## config.mk

```make
export PLATFORM = sky130hd
export DESIGN_NAME = murmur2_lowercase_hash_flat
export DESIGN_NICKNAME = d
export VERILOG_FILES = /design/src/sv/mlh_pkg.sv /design/src/sv/mlh_if.sv /design/src/sv/murmur2_lowercase_hash.sv /design/src/sv/mlh_front.sv /design/src/sv/mlh_queue.sv /design/src/sv/mlh_back.sv /design/src/flat_wrapper.sv
export SDC_FILE = /design/constraint.sdc
export NUM_CORES = 1
export LEC_CHECK = 0
export BUFFER_PORTS_ARGS = -buffer_cell sky130_fd_sc_hd__buf_2
export CAP_MARGIN = 5
export CORE_ASPECT_RATIO = 1.1
export CORE_MARGIN = 4
export CORE_UTILIZATION = 55
export CTS_BUF_LIST = sky130_fd_sc_hd__clkbuf_2
export CTS_CLUSTER_DIAMETER = 120
export CTS_CLUSTER_SIZE = 16
export DETAILED_ROUTE_END_ITERATION = 8
export HOLD_SLACK_MARGIN = 0.03
export PLACE_DENSITY = 0.75
export SYNTH_ARGS = -nofsm -noshare
export SYNTH_HDL_FRONTEND = slang
export SYNTH_SLANG_ARGS = --single-unit
```

## constraint.sdc

```tcl
create_clock -name clock -period 8.9 [get_ports clock]
set_clock_uncertainty 0.05 [all_clocks]
set_input_delay 0.445 -clock clock [delete_from_list [all_inputs] [get_ports clock]]
set_output_delay 0.445 -clock clock [all_outputs]
set_load 0.03 [all_outputs]
```

## src/sv/mlh_pkg.sv

```systemverilog
// ---------------------------------------------------------------------------
// mlh_pkg: shared types and constants for the lower-case MurmurHash2 block
// Mixing constants, queue entry layout and back-end sequencer states.
// ---------------------------------------------------------------------------
`default_nettype none

package mlh_pkg;

   // Hash constants
   localparam logic [31:0] MIX_MULT    = 32'h5bd1e995;
   localparam int unsigned MIX_SHIFT   = 24;
   localparam int unsigned FIN_SHIFT_A = 13;
   localparam int unsigned FIN_SHIFT_B = 15;
   localparam logic [31:0] SEED_RESET  = 32'h31415926;

   // Queue between front and back (power of two, at least 2)
   localparam int unsigned QUEUE_DEPTH_DEFAULT = 4;

   // One unit of work for the back end
   typedef struct packed {
      logic        start;     // load accumulator from init_val first
      logic [31:0] init_val;  // seed XOR message length
      logic        mix_word;  // data is a full word to mix
      logic        mix_tail;  // data holds one to three tail bytes
      logic        finish;    // run the avalanche and emit a hash
      logic [31:0] data;
   } mlh_op_type;

   typedef enum logic [2:0] {
      S_IDLE,
      S_K1,
      S_K2,
      S_HM,
      S_TAIL,
      S_AVAL
   } mlh_state_type;

endpackage

`default_nettype wire

```

## src/sv/mlh_if.sv

```systemverilog
// ---------------------------------------------------------------------------
// mlh_if: valid/ready channels of the lower-case MurmurHash2 block
// Request channel carries message bytes, response channel carries hashes.
// ---------------------------------------------------------------------------
`default_nettype none

interface mlh_req_if;
   logic        valid;
   logic        ready;
   logic [7:0]  data_byte;
   logic [15:0] message_length;
   logic        last_byte;

   modport source (output valid, data_byte, message_length, last_byte, input ready);
   modport sink   (input valid, data_byte, message_length, last_byte, output ready);
endinterface

interface mlh_rsp_if;
   logic        valid;
   logic        ready;
   logic [31:0] hash_value;

   modport source (output valid, hash_value, input ready);
   modport sink   (input valid, hash_value, output ready);
endinterface

`default_nettype wire

```

## src/sv/murmur2_lowercase_hash.sv

```systemverilog
// ---------------------------------------------------------------------------
// murmur2_lowercase_hash: case-insensitive 32-bit MurmurHash2 over a byte stream
// Top level: seed register, byte intake, work queue and hash engine.
// ---------------------------------------------------------------------------
// Send one byte per word; message_length is sampled on the first byte of a
// message and last_byte marks its end (a first word with length zero is an
// empty message by itself). The intake takes a byte every clock while the
// work queue has room. The hash engine shares one 32x32 constant multiplier:
// each entry is loaded in S_IDLE, a full four-byte word then passes S_K1,
// S_K2 and S_HM, a tail S_TAIL and the final avalanche S_AVAL. Long
// messages sustain one byte per clock; each message end adds the tail
// and avalanche states, and a hash waiting at the output holds the engine
// until it is taken. csr_write_data loads the seed.
`default_nettype none

module murmur2_lowercase_hash #(
   parameter int unsigned QUEUE_DEPTH = mlh_pkg::QUEUE_DEPTH_DEFAULT
) (
   input  wire logic        clock,
   input  wire logic        reset,
   mlh_req_if.sink          req_bus,
   mlh_rsp_if.source        rsp_bus,
   input  wire logic        csr_write_en,
   input  wire logic [31:0] csr_write_data
);
   import mlh_pkg::*;

   logic [31:0] seed_ff;
   logic        q_full;
   logic        q_push;
   mlh_op_type  q_push_op;
   logic        q_pop;
   mlh_op_type  q_head_op;
   logic        q_head_valid;

   // Seed register
   always_ff @(posedge clock) begin
      if (reset) begin
         seed_ff <= SEED_RESET;
      end else if (csr_write_en) begin
         seed_ff <= csr_write_data;
      end
   end

   mlh_front u_front (
      .clock      (clock),
      .reset      (reset),
      .req_bus    (req_bus),
      .seed       (seed_ff),
      .queue_full (q_full),
      .push       (q_push),
      .push_op    (q_push_op)
   );

   mlh_queue #(
      .DEPTH (QUEUE_DEPTH)
   ) u_queue (
      .clock      (clock),
      .reset      (reset),
      .push       (q_push),
      .push_op    (q_push_op),
      .full       (q_full),
      .pop        (q_pop),
      .head_op    (q_head_op),
      .head_valid (q_head_valid)
   );

   mlh_back u_back (
      .clock      (clock),
      .reset      (reset),
      .head_op    (q_head_op),
      .head_valid (q_head_valid),
      .pop        (q_pop),
      .rsp_bus    (rsp_bus)
   );

endmodule

`default_nettype wire

```

## src/sv/mlh_front.sv

```systemverilog
// ---------------------------------------------------------------------------
// mlh_front: byte intake
// Folds upper case, packs bytes little-endian into words and posts work
// entries (start, word, tail, finish) to the queue.
// ---------------------------------------------------------------------------
`default_nettype none

module mlh_front (
   input  wire logic               clock,
   input  wire logic               reset,
   mlh_req_if.sink                 req_bus,
   input  wire logic [31:0]        seed,
   input  wire logic               queue_full,
   output logic                    push,
   output mlh_pkg::mlh_op_type     push_op
);
   import mlh_pkg::*;

   logic        in_msg_ff, in_msg_in;
   logic [23:0] pend_ff, pend_in;
   logic [1:0]  cnt_ff, cnt_in;

   logic        accept;
   logic [7:0]  folded;
   logic [23:0] pend_eff;
   logic [1:0]  cnt_eff;
   logic [23:0] pend_new;
   logic        is_empty;
   mlh_op_type  op;

   assign req_bus.ready = !queue_full;
   assign accept        = req_bus.valid && req_bus.ready;

   // Fold ASCII A-Z to lower case
   always_comb begin
      folded = req_bus.data_byte;
      if (req_bus.data_byte inside {[8'h41:8'h5a]}) begin
         folded = req_bus.data_byte + 8'h20;
      end
   end

   // Classify the byte and build the work entry
   always_comb begin
      is_empty = !in_msg_ff && (req_bus.message_length == 16'd0);
      pend_eff = in_msg_ff ? pend_ff : 24'd0;
      cnt_eff  = in_msg_ff ? cnt_ff  : 2'd0;

      case (cnt_eff)
         2'd0:    pend_new = {16'd0, folded};
         2'd1:    pend_new = {8'd0, folded, pend_eff[7:0]};
         2'd2:    pend_new = {folded, pend_eff[15:0]};
         default: pend_new = pend_eff;
      endcase

      op          = '0;
      op.start    = !in_msg_ff;
      op.init_val = seed ^ {16'd0, req_bus.message_length};
      in_msg_in   = in_msg_ff;
      pend_in     = pend_ff;
      cnt_in      = cnt_ff;

      if (is_empty) begin
         op.finish = 1'b1;
      end else begin
         in_msg_in = 1'b1;
         if (cnt_eff == 2'd3) begin
            op.mix_word = 1'b1;
            op.data     = {folded, pend_eff};
            pend_in     = 24'd0;
            cnt_in      = 2'd0;
         end else begin
            op.data = {8'd0, pend_new};
            pend_in = pend_new;
            cnt_in  = cnt_eff + 2'd1;
         end
         if (req_bus.last_byte) begin
            op.finish   = 1'b1;
            op.mix_tail = (cnt_eff != 2'd3);
            in_msg_in   = 1'b0;
            pend_in     = 24'd0;
            cnt_in      = 2'd0;
         end
      end
   end

   assign push    = accept && (op.start || op.mix_word || op.finish);
   assign push_op = op;

   // Advance message state on each accepted word
   always_ff @(posedge clock) begin
      if (reset) begin
         in_msg_ff <= 1'b0;
         pend_ff   <= 24'd0;
         cnt_ff    <= 2'd0;
      end else if (accept) begin
         in_msg_ff <= in_msg_in;
         pend_ff   <= pend_in;
         cnt_ff    <= cnt_in;
      end
   end

   // A finished message leaves no partial word behind
   assert property (@(posedge clock) disable iff (reset)
      (accept && req_bus.last_byte) |=> (!in_msg_ff && cnt_ff == 2'd0))
      else $error("front: message state not cleared after last byte");

endmodule

`default_nettype wire

```

## src/sv/mlh_queue.sv

```systemverilog
// ---------------------------------------------------------------------------
// mlh_queue: work queue between intake and hash engine
// Small first-in first-out buffer of work entries.
// ---------------------------------------------------------------------------
`default_nettype none

module mlh_queue #(
   parameter int unsigned DEPTH = mlh_pkg::QUEUE_DEPTH_DEFAULT
) (
   input  wire logic               clock,
   input  wire logic               reset,
   input  wire logic               push,
   input  mlh_pkg::mlh_op_type     push_op,
   output logic                    full,
   input  wire logic               pop,
   output mlh_pkg::mlh_op_type     head_op,
   output logic                    head_valid
);
   import mlh_pkg::*;

   localparam int unsigned PTR_W = $clog2(DEPTH);
   localparam int unsigned CNT_W = $clog2(DEPTH + 1);
   localparam logic [CNT_W-1:0] FULL_COUNT = CNT_W'(DEPTH);

   mlh_op_type       entry_ff [DEPTH];
   logic [PTR_W-1:0] wr_ptr_ff, rd_ptr_ff;
   logic [CNT_W-1:0] count_ff;
   logic             do_push, do_pop;

   assign full       = (count_ff == FULL_COUNT);
   assign head_valid = (count_ff != '0);
   assign head_op    = entry_ff[rd_ptr_ff];
   assign do_push    = push && !full;
   assign do_pop     = pop && head_valid;

   // Store entries
   always_ff @(posedge clock) begin
      if (do_push) begin
         entry_ff[wr_ptr_ff] <= push_op;
      end
   end

   // Advance pointers and count
   always_ff @(posedge clock) begin
      if (reset) begin
         wr_ptr_ff <= '0;
         rd_ptr_ff <= '0;
         count_ff  <= '0;
      end else begin
         if (do_push) begin
            wr_ptr_ff <= wr_ptr_ff + 1'b1;
         end
         if (do_pop) begin
            rd_ptr_ff <= rd_ptr_ff + 1'b1;
         end
         if (do_push && !do_pop) begin
            count_ff <= count_ff + 1'b1;
         end else if (do_pop && !do_push) begin
            count_ff <= count_ff - 1'b1;
         end
      end
   end

   assert property (@(posedge clock) disable iff (reset) count_ff <= FULL_COUNT)
      else $error("queue: count above depth");

   assert property (@(posedge clock) disable iff (reset) !(push && full))
      else $error("queue: push while full");

endmodule

`default_nettype wire

```

## src/sv/mlh_back.sv

```systemverilog
// ---------------------------------------------------------------------------
// mlh_back: hash engine
// Runs queued work entries through one shared constant multiplier:
// word mix, tail mix and final avalanche, then holds the hash for output.
// ---------------------------------------------------------------------------
`default_nettype none

module mlh_back (
   input  wire logic               clock,
   input  wire logic               reset,
   input  mlh_pkg::mlh_op_type     head_op,
   input  wire logic               head_valid,
   output logic                    pop,
   mlh_rsp_if.source               rsp_bus
);
   import mlh_pkg::*;

   mlh_state_type state_ff, state_in;
   logic [31:0]   acc_ff, acc_in;
   logic [31:0]   k_ff, k_in;
   logic          finish_ff, finish_in;
   logic [31:0]   hash_ff, hash_in;
   logic          rsp_valid_ff, rsp_valid_in;

   logic          slot_free;
   logic [31:0]   mul_a;
   logic [31:0]   product;

   assign slot_free          = !rsp_valid_ff || rsp_bus.ready;
   assign product            = mul_a * MIX_MULT;
   assign rsp_bus.valid      = rsp_valid_ff;
   assign rsp_bus.hash_value = hash_ff;

   // Sequencer: next state, multiplier operand and register updates
   always_comb begin
      state_in     = state_ff;
      acc_in       = acc_ff;
      k_in         = k_ff;
      finish_in    = finish_ff;
      hash_in      = hash_ff;
      rsp_valid_in = rsp_valid_ff && !rsp_bus.ready;
      pop          = 1'b0;
      mul_a        = k_ff;

      case (state_ff)
         S_IDLE: begin
            if (head_valid) begin
               pop       = 1'b1;
               k_in      = head_op.data;
               finish_in = head_op.finish;
               if (head_op.start) begin
                  acc_in = head_op.init_val;
               end
               if (head_op.mix_word) begin
                  state_in = S_K1;
               end else if (head_op.mix_tail) begin
                  state_in = S_TAIL;
               end else if (head_op.finish) begin
                  state_in = S_AVAL;
               end
            end
         end
         S_K1: begin
            mul_a    = k_ff;
            k_in     = product ^ (product >> MIX_SHIFT);
            state_in = S_K2;
         end
         S_K2: begin
            mul_a    = k_ff;
            k_in     = product;
            state_in = S_HM;
         end
         S_HM: begin
            mul_a    = acc_ff;
            acc_in   = product ^ k_ff;
            state_in = finish_ff ? S_AVAL : S_IDLE;
         end
         S_TAIL: begin
            mul_a    = acc_ff ^ k_ff;
            acc_in   = product;
            state_in = S_AVAL;
         end
         S_AVAL: begin
            mul_a = acc_ff ^ (acc_ff >> FIN_SHIFT_A);
            if (slot_free) begin
               hash_in      = product ^ (product >> FIN_SHIFT_B);
               rsp_valid_in = 1'b1;
               state_in     = S_IDLE;
            end
         end
         default: begin
            state_in = S_IDLE;
         end
      endcase
   end

   // State and output valid
   always_ff @(posedge clock) begin
      if (reset) begin
         state_ff     <= S_IDLE;
         rsp_valid_ff <= 1'b0;
         finish_ff    <= 1'b0;
      end else begin
         state_ff     <= state_in;
         rsp_valid_ff <= rsp_valid_in;
         finish_ff    <= finish_in;
      end
   end

   // Datapath registers
   always_ff @(posedge clock) begin
      acc_ff  <= acc_in;
      k_ff    <= k_in;
      hash_ff <= hash_in;
   end

   // Hold the avalanche while the held hash is not taken
   assert property (@(posedge clock) disable iff (reset)
      (state_ff == S_AVAL && rsp_valid_ff && !rsp_bus.ready) |=> (state_ff == S_AVAL))
      else $error("back: avalanche overwrote a pending hash");

   // Take work only between entries
   assert property (@(posedge clock) disable iff (reset) pop |-> (state_ff == S_IDLE))
      else $error("back: entry popped while busy");

endmodule

`default_nettype wire

```

## src/flat_wrapper.sv

```systemverilog
// flat-port wrapper written by rule: the top's interface ports become plain ports
module murmur2_lowercase_hash_flat import mlh_pkg::*;
#(
   parameter int unsigned QUEUE_DEPTH = mlh_pkg::QUEUE_DEPTH_DEFAULT
)
  (clock, reset, csr_write_en, csr_write_data, req_bus_valid, req_bus_data_byte, req_bus_message_length, req_bus_last_byte, req_bus_ready, rsp_bus_valid, rsp_bus_hash_value, rsp_bus_ready);
  mlh_req_if req_bus_i ();
  mlh_rsp_if rsp_bus_i ();
  input  wire logic clock;
  input  wire logic reset;
  input  wire logic csr_write_en;
  input  wire logic [31:0] csr_write_data;
  input wire logic [$bits(req_bus_i.valid)-1:0] req_bus_valid;
  input wire logic [$bits(req_bus_i.data_byte)-1:0] req_bus_data_byte;
  input wire logic [$bits(req_bus_i.message_length)-1:0] req_bus_message_length;
  input wire logic [$bits(req_bus_i.last_byte)-1:0] req_bus_last_byte;
  output wire logic [$bits(req_bus_i.ready)-1:0] req_bus_ready;
  output wire logic [$bits(rsp_bus_i.valid)-1:0] rsp_bus_valid;
  output wire logic [$bits(rsp_bus_i.hash_value)-1:0] rsp_bus_hash_value;
  input wire logic [$bits(rsp_bus_i.ready)-1:0] rsp_bus_ready;
  assign req_bus_i.valid = req_bus_valid;
  assign req_bus_i.data_byte = req_bus_data_byte;
  assign req_bus_i.message_length = req_bus_message_length;
  assign req_bus_i.last_byte = req_bus_last_byte;
  assign req_bus_ready = req_bus_i.ready;
  assign rsp_bus_valid = rsp_bus_i.valid;
  assign rsp_bus_hash_value = rsp_bus_i.hash_value;
  assign rsp_bus_i.ready = rsp_bus_ready;
  murmur2_lowercase_hash #(.QUEUE_DEPTH(QUEUE_DEPTH)) u_core (.clock(clock), .reset(reset), .req_bus(req_bus_i), .rsp_bus(rsp_bus_i), .csr_write_en(csr_write_en), .csr_write_data(csr_write_data));
endmodule
```

==> metrics.md <==
| Metric | Value |
|---|---|
| Root buffer cell | clkbuf_2 |
| Sink Count | 441 |
| Synth Register Bits | 441 |
| Post-route ant nets | 0 |
| Critical Path Sink Type | flop |
| DR WL/cell | 25.02 um |
| Dpl hpwl | 56020 um |
| H-tree levels | 1 |
| Layout cells sized above 1 | 13.13% |
| Mapped cell area | 28020 um2 |
| DRT Wirelength | 80290 um |
| GPL Wtd Cong | 0.9830 |
| Crit share post-route | 95.91% |
| Pin count of the biggest net entering global routing | 73 |
| Max-slew headroom | 16.74% |
| Syn avg cell area | 12.39 um2 |
| Initial DRT Pass Iterations | 6 |
| Distinct cells, synth | 67 |
| Via count | 18875 |
| Final Hold Fails | 0 |
| Die area | 54620 um2 |
| Reg2reg start | u_core.u_back.state_ff[2] |
| First-pass GRT wire length | 122400 um |
| Via/cell ratio | 5.882 |
| Placed cells | 2995 |
| Hold EP | u_core.u_queue.entry_ff[2][49] |
| Yosys Warn Count | 0 |
| Net Count, Synth | 2729 |
| CP bufs+invs | 8 |
| Setup crit start kind | flop |
| Num rows | 86 |
| Fmax | 117.2 MHz |
| FFs w/ async S/R, synth | 0% |
| Die X | 223.2 um |
| Number of cells on the worst hold path | 3 |
| CP most frequent cell | fa_1 |
| R2R depth | 27 |
| Core Area | 50250 um2 |
| Max-Cap Viols | 0 |
| Chip height | 244.7 um |
| Worst min path class | input port to flop |
| Number of global-route vias before repair | 19910 |
| TNS Setup | 0 ns |
| Post-Synthesis Cells | 2262 |
| CP required | 9.73 ns |
| R2R Path End | u_core.u_back.k_ff[0] |
| Status | finished, final reports clean |
| RSZ-0062 raised after global routing | false |
| Total Routing Usage GR | 29.46% |
| DRC viols | 0 |
| Cell Count, Final, Fillers Out | 3209 |
| Synth-to-Final Area Change | 11.77% |
| Clock latency on the worst-skew pair | 1.12 ns |
| GR Overflow Total | 0 |
| CP max FO | 14 |
| Clk buf depth | 3 |
| Register area share after synthesis | 44.66% |
| Tmin final | 8.536 ns |
| Worst EP arrival | 9.37 ns |
| Final layout net count | 2986 |
| Crit path max-delay family | adder cells |
| Highest cell delay on the worst timing path | 0.60 ns |
| Placement Cell Area | 29480 um2 |
| CTS clk-pin slew, worst paths | 0.37 ns |
| Cts bufs inserted | 31 |
| CP max-delay cell | dfxtp_1 |
| IO buf count | 95 |
| Crit Path Category | flop to flop |
| 1st-iter DRT viols | 1735 |
| IO Pins | 96 |
| Beginning of the worst hold path | req_bus_message_length[14] |
| # setup viols final | 0 |
| Number of synthesized flops with an enable pin | 368 |
| Max Slew Vio Count | 0 |
| Flop2flop setup slack | 0.36 ns |
| Slew @ Worst Pin | 1.240 ns |
| Primary FF master, synth | edfxtp_1 |
| CTS tree | done |
| Initial antenna violation count | 5 |
| Final Instance Area | 31320 um2 |
| Initial Utilization | 55.75% |
## cell usage in the layout, fill, tap and decap left out, types with 11 or more instances in the layout
master         Yosys  layout
a211o_1           12      12
a21oi_1           70      69
a22o_1            29      29
a22oi_1           64      64
buf_2              6      95
buf_4              0      65
clkbuf_2           0      56
dfxtp_1           73      70
dlygate4sd3_1      0     151
edfxtp_1         368     368
fa_1             181     181
ha_1             224     224
inv_1            369     369
mux2_2            20      20
mux2i_1           23      23
mux4_2            68      68
nand2_1           71      70
nand3_1           17      17
nor2_1           118     117
nor2b_1           33      33
nor3_1            15      14
nor3b_1           16      16
o21a_1            11      11
o21ai_0          108     101
o21ai_1           16      21
xnor2_1           76      75
xor2_1            68      68
## per-stage QoR
stage | util (%) | worst slack (ns) | hold slack, ns
global route | 62.31 | 0.06147 | 0.1561
detailed placement | 58.67 | 0.2478 | 0.3952
finish | 62.32 | 0.3644 | 0.2367
CTS | 62.26 | 0.1819 | 0.1077
floorplan | - | 0.01133 | 0.3821
global placement | 58.67 | 0.4260 | 0.3899
## tightest hold or removal path, delay by kind of cell
family | cells | cell delay, ns
xor+xnor | 1 | 0.14
buf+inv | 2 | 0.63
## synth_stat cells (5+ instances only)
cell type  number  area [um2]
inv_1         369        1385
edfxtp_1      368       11050
ha_1          224        2803
fa_1          181        3623
nor2_1        118       442.9
o21ai_0       108       540.5
xnor2_1        76       665.6
dfxtp_1        73        1461
nand2_1        71       266.5
a21oi_1        70       350.3
mux4_2         68        1531
xor2_1         68       595.6
a22oi_1        64       480.5
clkbuf_1       64       240.2
nor2b_1        33       206.5
a22o_1         29       254.0
mux2i_1        23       230.2
mux2_2         20       225.2
nand3_1        17       85.08
nor3b_1        16       120.1
o21ai_1        16       80.08
nor3_1         15       75.07
buf_1          14       52.55
a211o_1        12       105.1
o21a_1         11       82.58
and2_1          9       56.30
and3_1          9       56.30
a21o_1          8       60.06
a211oi_1        7       52.55
nand2b_1        7       43.79
o31ai_1         7       52.55
buf_2           6       30.03
o22ai_1         6       37.54
or3_1           6       37.54
a32oi_1         5       43.79
## how the worst max path moves through the flow
stage / startpoint / to / cells after the start
6_report: u_core.u_back.state_ff[2] / u_core.u_back.k_ff[0] / 27
3_5_place_dp: u_core.u_back.state_ff[2] / u_core.u_back.k_ff[2] / 30
4_1_cts: u_core.u_back.state_ff[2] / u_core.u_back.k_ff[0] / 30
5_1_grt: u_core.u_back.state_ff[2] / u_core.u_back.k_ff[0] / 27
3_3_place_gp: u_core.u_back.state_ff[2] / u_core.u_back.k_ff[0] / 27
2_1_floorplan: u_core.u_back.state_ff[0] / u_core.u_back.acc_ff[30] / 34
## flip-flops by register name, summed over array words and instances, names as in the netlist, named ones only
signal,flops
u_core.seed_ff,32
u_core.u_queue.entry_ff,272
u_core.u_back.acc_ff,32
u_core.u_queue.wr_ptr_ff,2
u_core.u_front.cnt_ff,2
u_core.u_back.state_ff,3
u_core.u_queue.count_ff,3
u_core.u_front.in_msg_ff,1
u_core.u_front.pend_ff,24
u_core.u_back.k_ff,32
u_core.u_queue.rd_ptr_ff,2
u_core.u_back.rsp_bus.hash_value,32
u_core.u_back.rsp_bus.valid,1
u_core.u_back.finish_ff,1
## logic make-up (layout without fill, tap and decap cells)
family	count (synthesis)	after routing	synth area share, %
buf+inv	458	740	6.243
flops	441	441	44.66
fa+ha+maj	405	405	22.94
compound gates	380	380	8.820
simple gates	318	318	5.431
xor+xnor	148	148	4.778
mux	112	112	7.132
other cells	0	5	0
## metal layers
metal	up-vias	track usage [%]	part of all wire [%]	wire length (um)
met5	-	0	0	0
met4	0	15.29	6.7	5367
met3	239	2.739	5.7	4564
met2	838	51.23	50	40500
met1	9386	36.91	37	29860
li1	8412	-	-	-
## repair_timing
action	CTS	global route
hold buffers	151	0
resized for setup	0	4
setup buffers	0	0
hold endpoints to repair	229	0
setup endpoints to repair	0	24
## cell type report
type | instances | area (um2)
Inverter | 371 | 1393
Timing Repair Buffer | 311 | 2475
Antenna cell | 5 | 12.51
Tap cell | 660 | 825.8
Multi-Input combinational cell | 1363 | 13800
Fill cell | 3803 | 18940
Sequential cell | 441 | 12520
Clock buffer | 56 | 280.3
Clock inverter | 2 | 12.51
Power is not shown: default switching activity piles up to over one toggle a cycle in this logic, so the estimate is an artifact.
